File: src/rtl/cwdl_pkg.sv
// Shared types and constants for the CAN wrench decoder with low-pass filters.
// No dependencies; every other rtl file refers to it by scoped names.
`default_nettype none

package cwdl_pkg;

    localparam int NUM_AXES    = 6;
    localparam int NUM_WORDS   = 3;
    localparam int ID_W        = 11;
    localparam int WORD_W      = 16;
    localparam int DEC_W       = 17;
    localparam int FILT_W      = 33;
    localparam int ALPHA_W     = 16;
    localparam int FRAC_BITS   = 16;
    localparam int AX_W        = 33;
    localparam int IN_DATA_W   = 56;
    localparam int OUT_DATA_W  = 304;

    localparam logic [ID_W-1:0] ID_FORCE  = 11'd1;
    localparam logic [ID_W-1:0] ID_TORQUE = 11'd2;

    localparam logic [DEC_W-1:0]   FORCE_OFFSET  = 17'd30000;
    localparam logic [DEC_W-1:0]   TORQUE_OFFSET = 17'd25000;
    localparam logic [ALPHA_W-1:0] ALPHA_RESET   = 16'd3874;

    typedef logic signed [DEC_W-1:0]  dec_t;
    typedef logic signed [FILT_W-1:0] filt_t;

    // Per-lane control: load takes a new decoded value, take starts a filter
    // step for an accepted frame, step retires it into the filter state.
    typedef struct packed {
        logic load;
        logic take;
        logic step;
    } lane_ctl_t;

endpackage

`default_nettype wire

File: src/rtl/cwdl_merge.sv
// Merging stage: gathers the six lanes into one result and holds it in the
// output register until the sink takes it. Depends on cwdl_pkg.
`default_nettype none

module cwdl_merge (
    input  wire logic                              clk,
    input  wire logic                              rst_n,
    input  wire logic                              step,
    input  wire cwdl_pkg::dec_t                    dec    [cwdl_pkg::NUM_AXES],
    input  wire cwdl_pkg::filt_t                   filt   [cwdl_pkg::NUM_AXES],
    output logic                                   adv,
    output logic                                   out_valid,
    input  wire logic                              out_ready,
    output logic [cwdl_pkg::OUT_DATA_W-1:0]        out_data
);

    logic                               valid_reg;
    logic                               valid_next;
    logic [cwdl_pkg::OUT_DATA_W-1:0]    data_reg;
    logic [cwdl_pkg::OUT_DATA_W-1:0]    data_next;

    // Output register is free when empty or being drained this cycle
    assign adv = !valid_reg || out_ready;

    // Pack decoded values first, then filtered values, zero pad on top
    always_comb
    begin
        data_next = '0;
        for (int i = 0; i < cwdl_pkg::NUM_AXES; i++)
        begin
            data_next[i*cwdl_pkg::DEC_W +: cwdl_pkg::DEC_W] = dec[i];
            data_next[cwdl_pkg::NUM_AXES*cwdl_pkg::DEC_W + i*cwdl_pkg::FILT_W
                      +: cwdl_pkg::FILT_W] = filt[i];
        end
    end

    always_comb
    begin
        valid_next = valid_reg;
        if (step)
        begin
            valid_next = 1'b1;
        end
        else if (out_ready)
        begin
            valid_next = 1'b0;
        end
    end

    always_ff @(posedge clk or negedge rst_n)
    begin
        if (!rst_n)
        begin
            valid_reg <= 1'b0;
        end
        else
        begin
            valid_reg <= valid_next;
        end
    end

    // Load a new result transaction
    always_ff @(posedge clk)
    begin
        if (step)
        begin
            data_reg <= data_next;
        end
    end

    assign out_valid = valid_reg;
    assign out_data  = data_reg;

endmodule

`default_nettype wire

File: config.mk
export PLATFORM = sky130hd
export DESIGN_NAME = cwdl_merge
export DESIGN_NICKNAME = d
export VERILOG_FILES = /design/src/rtl/cwdl_pkg.sv /design/src/rtl/cwdl_merge.sv
export SDC_FILE = /design/constraint.sdc
export NUM_CORES = 1
export LEC_CHECK = 0
export BUFFER_PORTS_ARGS = -buffer_cell sky130_fd_sc_hd__buf_4
export CORE_AREA = 2 2 235 237
export DETAILED_ROUTE_END_ITERATION = 16
export DIE_AREA = 0 0 237 239
export PLACE_DENSITY_LB_ADDON = 0.15
export SLEW_MARGIN = 0
export SYNTH_ARGS = -nofsm -noshare
export SYNTH_HDL_FRONTEND = slang
export SYNTH_SLANG_ARGS = --single-unit
File: constraint.sdc
create_clock -name clk -period 0.9 [get_ports clk]
set_input_delay 0 -clock clk [delete_from_list [all_inputs] [get_ports clk]]
set_output_delay 0 -clock clk [all_outputs]
set_load 0.005 [all_outputs]
# ---- Yosys cells after proc, flatten, opt, wreduce, memory -nomap -nowiden
# Index checks and enable logic that the tools add are counted.
dict set report op_classes {
  n_reduce_logical 3
  muxes 2
}
# op count
set ops {}
lappend ops {{1-bit two-way mux} 2}
lappend ops {{2-bit nonzero test} 1}
lappend ops {{1-bit zero test} 1}
lappend ops {{1-bit logical OR} 1}
dict set report word_totals {
  in_bits 304
  wordCells 7
  register_bits 301
}

# ---- Longest topological paths before layout
dict set report logic_depth {
  ltp_word 2
  ltp_mapped 2
  ltp_nobuf 2
}

# ---- Least setup slack after synthesis
# Ideal clock, no wire load.
dict set report synth_timing {
  path_type {flip-flop to flip-flop}
  start {reg out_valid (netlist name)}
  end {reg valid_reg, in the netlist out_valid}
  setup_ns 0.121
  period_less_slack_ns 0.647
  stages_incl_launch_ff 3
  n_path_buf 0
  path_slack_ns 0.253
  arrival_time_ns 0.525
  path_cell_list {dfrtp_1 -> nand2b_4 -> nand2b_2}
}
# element line_no
set synth_lines {}
lappend synth_lines {{end signal, assigned} cwdl_merge.sv:58} ;# valid_reg <= valid_next;
lappend synth_lines {{end, declared} cwdl_merge.sv:17} ;# logic valid_reg;

# ---- Final worst setup path
dict set report layout_timing {
  start {reg valid_reg, in the netlist out_valid}
  end {out adv}
}
dict set report layout_via {
  elab_chain_cells 2
}
# element line_no
set layout_lines {}
lappend layout_lines {{1-bit zero test} cwdl_merge.sv:23} ;# assign adv = !valid_reg || out_ready;
lappend layout_lines {{1-bit logical OR} cwdl_merge.sv:23}
lappend layout_lines {{end, declared} cwdl_merge.sv:11} ;# output logic adv,
# Every way passes these cells.

==> qor.yml <==
drive_gt1_share_pct: 51.77
cts_hold_buf: 307
antenna_found_initial: 0
crit_fanout: 2
cts_tree: "done"
hold_path_class: "in2reg"
hold_violations: 1
htree_levels: 2
gp_congestion: 0.7176
cp.required_ns: 0.90
fin_crit_sh_pct: 124.3
min_period_ns: 1.119
clock_skew_ns: 0
setup_ws_ns: -0.2185
clockBufferDepth: 3
r2r-start: "out_valid"
synthArstFlopShare_pct: 0.3322
maxCapViolCount: 0
grt_start_max_net_pins: 39
yosysTopAreaCellShare_pct: 99.11
initial_utilization_pct: 16.73
grt_usage_pct: 10.74
total_power_w: 0.03593
min_from: "out_ready"
drcViolationCount: 0
diodes: 0
max_stage_delay_ns: 0.41
fin_util_pct: 35.89
routedWlPerCell_um: 15.94
power_density_nw_per_um2: 1842
coreArea_um2: 54340
routed_wl_um: 31940
violations: "negative hold slack, negative setup slack"
syn-cell-area_um2: 9090
slew_violations: 0
clk_pin_slew_worst_paths_ns: 0.05
grt_pass1_wl_um: 45800
syn2layout_area_growth_pct: 114.5
syn_inst: 308
synth_most_common_cell: "edfxtp_1"
setup_violations: 302
drtPass1Iterations: 4
place.port_buffers: 605
cts_root_buffer: "clkbuf_16"
placed_area_um2: 14700
fp.dieW_um: 237
tns_ns: -40.88
hpwl_um: 22920
vias: 6866
detail-route-antenna-nets: 0
synth.distinct_cells: 6
cp-start-kind: "flip-flop"
max_freq_mhz: 894.1
grt_pass1_vias: 7734
drt_iter0_markers: 209
die_y_um: 239
crit_path_end_kind: "output pin"
status: "complete, but fails checks"
clkSinkCount: 301
peakVddDrop_mv: 1.362
yosysWarnings: 0
synth_area_per_cell_um2: 29.51
slowest_stage: "dfrtp_1"
multiInputGateArea_um2: 37.54
io_pins: 610
numCtsBuffers: 37
clk_latency_ns: 0.52
synth_seq_area_share_pct: 99.38
gr-total-overflow: 0
stdcell_area_um2: 19500
ys_ff_latch: 301
ys.flop_type: "edfxtp_1"
worstPathArrival_ns: 1.12
path_cells: "nand2b_4 -> buf_6"
nets: 1578
final-seq-area_um2: 9034
synth.area.top_cells: "edfxtp_1 99%, buf_4 0.33%, dfrtp_1 0.28%, nand2b_4 0.15%, nand2b_2 0.096%"
die-area_um2: 56640
synth_edf_count: 300
synthTopCellsByCount: "300 x edfxtp_1, 4 x buf_4"
p_leak_nw: 8.041
crit_type: "reg2out"
synth.largest_area_cell: "edfxtp_1"
nFillCells: 5210
core.rowCount: 86
crit_path_start: "out_valid"
avgViaCountPerCell: 3.426
rsz0062_at_grt: "true"
whs_ns: -0.1396
-- cells by family (layout without fill, tap and decap cells) --
group,Yosys count,in the layout,share of synthesized area [%]
buffers and inverters,4,993,0.3304
and+or+nand+nor,2,2,0.2477
other,1,4,0.04125
DFF,301,301,99.38
-- layout by cell type (no fill, tap or decap) --
| master | count |
|---|---|
| buf_6 | 153 |
| dlygate4sd3_1 | 304 |
| buf_8 | 1 |
| clkbuf_8 | 2 |
| dfrtp_1 | 1 |
| clkbuf_16 | 39 |
| edfxtp_1 | 300 |
| conb_1 | 4 |
| nand2b_2 | 1 |
| nand2b_4 | 1 |
| clkinv_1 | 4 |
| dlymetal6s4s_1 | 3 |
| bufinv_16 | 1 |
| buf_12 | 7 |
| clkinvlp_4 | 2 |
| buf_4 | 460 |
| clkbuf_1 | 11 |
| clkinv_2 | 5 |
| inv_6 | 1 |
-- report_power, final --
group	total, W	leakage [nW]	switching [W]	internal (W)
clock	0.0140	0.553	0.00568	0.00837
combinational	0.00480	4.54	0.00148	0.00331
sequential	0.0171	2.95	0.000410	0.0167
-- metrics by stage --
step / hold WS [ns] / setup slack (ns) / instances
6_report: -0.1396 / -0.2185 / 2004
5_1_grt: -0.1570 / -0.2795 / 2004
4_1_cts: -0.1995 / -0.2741 / 2004
3_5_place_dp: -0.2236 / -0.002791 / 1631
3_3_place_gp: -0.2212 / 0.007581 / 1631
2_1_floorplan: -0.2956 / 0.2535 / 311
-- final cells by class --
| class | count | area share, % |
|---|---|---|
| Sequential cell | 301 | 46.32 |
| Clock buffer | 52 | 5.357 |
| Multi-Input combinational cell | 6 | 0.1925 |
| Clock inverter | 13 | 0.4812 |
| Tap cell | 704 | 4.517 |
| Timing Repair Buffer | 928 | 43.13 |
-- critical path, delay by kind of cell, from the launching register on --
kind	cells	cell delay, ns
buffers and inverters	1	0.10
AND/OR/NAND/NOR	1	0.09
flip-flops	1	0.41
-- final timing paths --
kind | to | cells past startpoint | slack, ns
setup reg to reg | out_valid | 3 | 0.14
setup / recovery | adv | 2 | -0.22
hold reg to reg | out_valid | 3 | 0.68
min in group asynchronous | out_valid | 3 | 0.33
hold / removal | out_valid | 4 | -0.14
max in group asynchronous | out_valid | 3 | 0.47
-- state kept, by name (all words and copies together), names as in the netlist --
name and count:
out_valid 1, out_data 300
-- routing by layer --
layer | part of all wire (%) | track usage [%]
met1 | 34 | 10.72
met2 | 53 | 19.37
met3 | 9.8 | 4.654
met4 | 3.5 | 4.756
met5 | 0 | 0
-- what timing repair did --
action                                  in CTS  in global routing
gates resized for setup                     82                 74
endpoints found under the setup margin     302                383
endpoints found under the hold margin      351                  1
setup buffers                                1                  0
(Power assumes the default switching activity.)
