===== config.mk =====
export PLATFORM = sky130hd
export DESIGN_NAME = cwdl_lane
export DESIGN_NICKNAME = d
export VERILOG_FILES = /design/src/rtl/cwdl_pkg.sv /design/src/rtl/cwdl_lane.sv
export SDC_FILE = /design/constraint.sdc
export NUM_CORES = 2
export LEC_CHECK = 0
export BUFFER_PORTS_ARGS = -buffer_cell sky130_fd_sc_hd__buf_2
export CAP_MARGIN = 40
export CELL_PAD_IN_SITES_DETAIL_PLACEMENT = 2
export CELL_PAD_IN_SITES_GLOBAL_PLACEMENT = 2
export CORE_MARGIN = 2
export CORE_UTILIZATION = 35
export CTS_CLUSTER_DIAMETER = 60
export DETAILED_ROUTE_END_ITERATION = 6
export HOLD_SLACK_MARGIN = 0.02
export PLACE_DENSITY_LB_ADDON = 0.12
export SYNTH_ARGS = -nofsm -noshare
export SYNTH_HDL_FRONTEND = slang
export SYNTH_SLANG_ARGS = --single-unit

===== constraint.sdc =====
create_clock -name clk -period 25.1 [get_ports clk]
set_input_delay 5.02 -clock clk [delete_from_list [all_inputs] [get_ports clk]]
set_output_delay 5.02 -clock clk [all_outputs]
set_load 0.01 [all_outputs]

===== src/rtl/cwdl_pkg.sv =====
// Shared types and constants for the CAN wrench decoder with low-pass filters.
// No dependencies; every other rtl file refers to it by scoped names.
`default_nettype none

package cwdl_pkg;

    localparam int NUM_AXES    = 6;
    localparam int NUM_WORDS   = 3;
    localparam int ID_W        = 11;
    localparam int WORD_W      = 16;
    localparam int DEC_W       = 17;
    localparam int FILT_W      = 33;
    localparam int ALPHA_W     = 16;
    localparam int FRAC_BITS   = 16;
    localparam int AX_W        = 33;
    localparam int IN_DATA_W   = 56;
    localparam int OUT_DATA_W  = 304;

    localparam logic [ID_W-1:0] ID_FORCE  = 11'd1;
    localparam logic [ID_W-1:0] ID_TORQUE = 11'd2;

    localparam logic [DEC_W-1:0]   FORCE_OFFSET  = 17'd30000;
    localparam logic [DEC_W-1:0]   TORQUE_OFFSET = 17'd25000;
    localparam logic [ALPHA_W-1:0] ALPHA_RESET   = 16'd3874;

    typedef logic signed [DEC_W-1:0]  dec_t;
    typedef logic signed [FILT_W-1:0] filt_t;

    // Per-lane control: load takes a new decoded value, take starts a filter
    // step for an accepted frame, step retires it into the filter state.
    typedef struct packed {
        logic load;
        logic take;
        logic step;
    } lane_ctl_t;

endpackage

`default_nettype wire


===== src/rtl/cwdl_lane.sv =====
// One axis lane: decoded value register, alpha*x product and the filter state.
// Depends on cwdl_pkg.
`default_nettype none

module cwdl_lane (
    input  wire logic                          clk,
    input  wire logic                          rst_n,
    input  wire cwdl_pkg::lane_ctl_t           ctl,
    input  wire logic [cwdl_pkg::WORD_W-1:0]   word,
    input  wire logic [cwdl_pkg::DEC_W-1:0]    offset,
    input  wire logic [cwdl_pkg::ALPHA_W-1:0]  alpha,
    output cwdl_pkg::dec_t                     dec,
    output cwdl_pkg::filt_t                    filt_next
);

    cwdl_pkg::dec_t                        dec_reg;
    cwdl_pkg::dec_t                        dec_next;
    logic signed [cwdl_pkg::AX_W-1:0]      ax_reg;
    logic signed [2*cwdl_pkg::DEC_W-1:0]   ax_full;
    logic signed [cwdl_pkg::DEC_W-1:0]     alpha_s;
    cwdl_pkg::filt_t                       filt_reg;
    logic signed [cwdl_pkg::FILT_W+cwdl_pkg::DEC_W-1:0] prod;
    logic signed [50:0]                    diff;
    logic signed [34:0]                    sum;

    assign alpha_s = signed'({1'b0, alpha});

    // Select the new decoded value: raw word minus the group offset
    assign dec_next = ctl.load ? cwdl_pkg::dec_t'({1'b0, word} - offset) : dec_reg;

    // alpha * x, exact; the magnitude stays within 33 signed bits
    assign ax_full = dec_next * alpha_s;

    // Filter step: f + floor((alpha*x*2^16 - alpha*f) / 2^16)
    assign prod      = filt_reg * alpha_s;
    assign diff      = {{2{ax_reg[cwdl_pkg::AX_W-1]}}, ax_reg, {cwdl_pkg::FRAC_BITS{1'b0}}}
                       - {prod[49], prod};
    assign sum       = {{2{filt_reg[cwdl_pkg::FILT_W-1]}}, filt_reg} + diff[50:16];
    assign filt_next = sum[cwdl_pkg::FILT_W-1:0];
    assign dec       = dec_reg;

    // Hold decoded and filter state between frames
    always_ff @(posedge clk or negedge rst_n)
    begin
        if (!rst_n)
        begin
            dec_reg  <= '0;
            filt_reg <= '0;
        end
        else
        begin
            if (ctl.take)
            begin
                dec_reg <= dec_next;
            end
            if (ctl.step)
            begin
                filt_reg <= filt_next;
            end
        end
    end

    // Capture alpha*x for the following filter step
    always_ff @(posedge clk)
    begin
        if (ctl.take)
        begin
            ax_reg <= ax_full[cwdl_pkg::AX_W-1:0];
        end
    end

endmodule

`default_nettype wire


# Yosys cells after proc, flatten, opt, wreduce, memory -nomap -nowiden
# Index checks and enable logic that the tools add are counted.
word_totals:
  regBits: 83
  word_cells: 9
  out_inout_bits: 50
  inputBits: 54
classes:
  n_mux: 1
  addsub: 3
  mul: 2
op_table:
  columns: ["op", "n"]
  rows:
  - ["33-bit by 17-bit multiplier with 49-bit output", 1]
  - ["49-bit subtractor", 1]
  - ["33-bit adder", 1]
  - ["17-bit by 17-bit multiplier with 33-bit output", 1]
  - ["17-bit two-way mux", 1]
  - ["16-bit by 17-bit subtractor with 17-bit output", 1]

# Longest topological paths before layout
depth:
  depth_word: 3
  depth_mapped: 36
  ltp_nobuf: 34

# Least setup slack after synthesis
# Ideal clock, no wire load.
synth_timing:
  path_type: "input port to output port"
  from: "input alpha[6] (netlist name)"
  to: "output filt_next[32]"
  path_stages: 33
  setup_slack_ns: 7.557
  n_path_buf: 3
  t_arrival_ns: 12.523
  required_time_ns: 20.080
  path_cell_list: "clkbuf_1 > clkbuf_1 > clkbuf_1 > nand2_1 > fa_1 > inv_1 > fa_1 > fa_1 > inv_1 > fa_1 > inv_1 > fa_1 > fa_1 > inv_1 > ha_1 > nand2_1 > o21ai_0 > o31ai_1 > a211oi_1 > o21ai_0 > a31oi_1 > nor2_1 > o21ai_0 > xor2_1 > ha_1 > nand4_1 > inv_1 > nand3_1 > or4_1 > o221ai_2 > o31ai_2 > a21oi_1 > xnor2_1"
synth_between:
  elab_chain_cells: 3
synth_rtl:
  columns: ["item", "line", "source"]
  rows:
  - ["from (decl)", "cwdl_lane.sv:11", "input wire logic [cwdl_pkg::ALPHA_W-1:0] alpha,"]
  - ["33-bit by 17-bit multiplier with 49-bit output", "cwdl_lane.sv:35", "assign prod = filt_reg * alpha_s;"]
  - ["49-bit subtractor", "cwdl_lane.sv:37", "- {prod[49], prod};"]
  - ["33-bit adder", "cwdl_lane.sv:38", "assign sum = {{2{filt_reg[cwdl_pkg::FILT_W-1]}}, filt_reg} + diff[50:16];"]
  - ["to (decl)", "cwdl_lane.sv:13", "output cwdl_pkg::filt_t filt_next"]
# No other way between the ends.

# Final worst setup path
# Same ends and word-level chain as after synthesis.

==> impl_metrics.tcl <==
set metrics [dict create \
    status "complete, no violations" \
    fin_crit_sh_pct 78.1 \
    numCtsBuffers 9 \
    firstDrtPassIters 4 \
    instances_no_fill 5469 \
    clock_skew_ns 0.0253 \
    synth.distinct_cells 84 \
    period_needed_ns 19.61 \
    synth_simple_gate_area_share_pct 15.7 \
    cp_common_cell "fa_1" \
    fin_ws_ns 5.49 \
    worstSetupStartpointType "input pin" \
    hold_viol_final 0 \
    clockBufferDepth 2 \
    io_pins 104 \
    synth_seq_cells 83 \
    arrival_ns 14.59 \
    io_buffer_count 103 \
    post-place-cells 5451 \
    dpl.hpwl_mm 91.8 \
    finalSetupViolations 0 \
    relSlewSlack_pct 38.2 \
    hold_path.class "reg2reg" \
    synthFlopType "dfrtp_1" \
    maxSlewViolCount 0 \
    holdPathStages 1 \
    cts_hold_buffers 0 \
    wire_per_inst_um 20.4 \
    path_max_fanout 32 \
    gp_congestion 0.769 \
    row_count 118 \
    seq_area_frac_synth_pct 6.19 \
    rsz0062_at_grt "false" \
    grt_use_total_pct 22.2 \
    nets 5202 \
    clkSlewWorstSetupHoldPaths_ns 0.08 \
    synth_top_family_by_area "adder cells" \
    synth_mux_area_share_pct 1.53 \
    slowest_stage "o21ai_0" \
    fmax_ghz 0.0510 \
    mostFrequentLayoutCell "inv_1" \
    synth_fa_ha_area_share_pct 53.4 \
    ys_warn_count 0 \
    antenna_found_initial 4 \
    multi_input_area_sq_um 29300 \
    dieArea_sq_um 106000 \
    grt_pass1_wl_mm 182 \
    r2r_end "filt_reg[32]" \
    timing.setup.tns_ns 0 \
    final_antenna_net_count 0 \
    worstHoldStart "dec[2]" \
    coreArea_sq_um 103000 \
    grt_overflow_total 0 \
    drc 0 \
    post_cts_buffers 0 \
    synthArstFlopShare_pct 60.2 \
    cts_resized 0 \
    h-tree-depth 3 \
    synthToLayoutAreaGrowth_pct 6.41 \
    holdWs_ns 0.543 \
    grt_max_degree 53 \
    viasPerCell 4.93 \
    post-place-ws_ns 5.41 \
    critPathKind "in2out" \
    drv_cap 0 \
    cts_tree "done" \
    syn_area_sq_um 36200 \
    clock_latency_ns 0.43 \
    start_util_pct 35.2 \
    ctsRootBufferMaster "clkbuf_16" \
    syn_area_per_cell_sq_um 8.85 \
    hold_path_end "dec[2]" \
    drt_iter0_markers 797 \
    required_ns 20.08 \
    cts.sink_count 83 \
    synth_edf_count 33 \
    tightest_slew_ns 0.917 \
    layout.filler_cells 11600 \
    die_y_um 326 \
    vias 27000 \
    synth_xor_area_share_pct 2.66 \
    worstRegToRegCells 31 \
    layout_common_cells "inv_1, fa_1, nand2_1" \
    grt_pass1_vias 32300 \
    die_w_um 326 \
    crit_path_max_incr_delay_ns 0.72 \
    synth-compound-area-share_pct 7.58 \
    seq_area_sq_um 2240 \
    r2r-start "filt_reg[11]" \
    synth_fp_nets 5216 \
    routed_wl_mm 112 \
    ff2ff_setup_slack_ns 15.44 \
    layout-drive-gt1-share_pct 6.36 \
    syn_inst 4096 \
    crit_path_end_kind "output pin" \
]
-- worst max-delay path: cells and delay by family --
kind | cells | cell delay (ns)
compound gates | 9 | 2.73
xor+xnor | 2 | 0.25
fa+ha+maj | 8 | 3.79
buf+inv | 8 | 1.42
simple gates | 6 | 1.29
-- metrics by stage --
stage | instance area, sq um | utilization [%]
CTS | 38600 | 37.4
finish | 38600 | 37.4
global route | 38600 | 37.4
detailed placement | 38300 | 37.2
global placement | 38200 | 37.1
floorplan | 36200 | -
-- metal layers --
layer	wire (um)	track usage (%)	up-vias
li1	-	-	12200
met1	47100	26.9	14400
met2	60500	42.5	202
met3	1580	1.52	105
met4	2450	5.37	0
met5	0	0	-
-- worst max-delay path by stage --
stage             start             to  slack, ns  cells after the start
2_1_floorplan  alpha[6]  filt_next[32]       7.56                     33
3_3_place_gp   alpha[6]  filt_next[32]       5.64                     33
3_5_place_dp   alpha[6]  filt_next[32]       5.41                     33
4_1_cts        alpha[6]  filt_next[32]       5.43                     33
5_1_grt        alpha[6]  filt_next[32]       4.71                     33
6_report       alpha[6]  filt_next[32]       5.49                     33
-- area by class of cell --
type                       count  area share [%]
antenna                        2          0.0130
clock buffer                  11           0.603
clock inverter                 5          0.0811
inverter                    1070            10.4
multi-input combinational   2760            76.1
sequential                    83            5.81
tap                         1380            4.48
timing repair buffer         158            2.52
-- synthesized netlist by cell type (6+ instances only) --
cell      number  area (sq um)
nand2b_1       8          50.1
o21bai_1      20           150
nand2_1      457          1720
ha_1         265          3320
clkbuf_1     169           634
o311a_1       10           100
nor3_1        20           100
o311ai_0      13           114
a21oi_1      106           531
xnor2_1       81           709
or3_1          8          50.1
mux2_2        47           529
nor4_1        13          81.3
a211oi_1      10          75.1
o21a_1        26           195
nand3_1       39           195
o21ai_0       58           290
o211ai_1       6          45.0
a311oi_1      10          87.6
nand4_1       17           106
and3_1        10          62.6
fa_1         801         16000
a21o_1        48           360
inv_1       1069          4010
and2_1       392          2450
o31ai_1        9          67.6
or4_1         18           135
nor2b_1       22           138
buf_1          9          33.8
edfxtp_1      33           991
dfrtp_1       50          1250
nor2_1       113           424
xor2_1        29           254
a31oi_1       19           119
-- kinds of logic (layout without fill, tap and decap cells) --
group / after synthesis / count (layout)
compound gates: 397 / 397
xor+xnor: 110 / 110
fa+ha+maj: 1066 / 1066
buf+inv: 1253 / 1244
flops: 83 / 83
mux: 49 / 49
other cells: 0 / 2
simple gates: 1138 / 1138
Power is left out: the tool's default activity adds up to more than one toggle a clock period on the data nets, which glitch-free logic cannot reach.
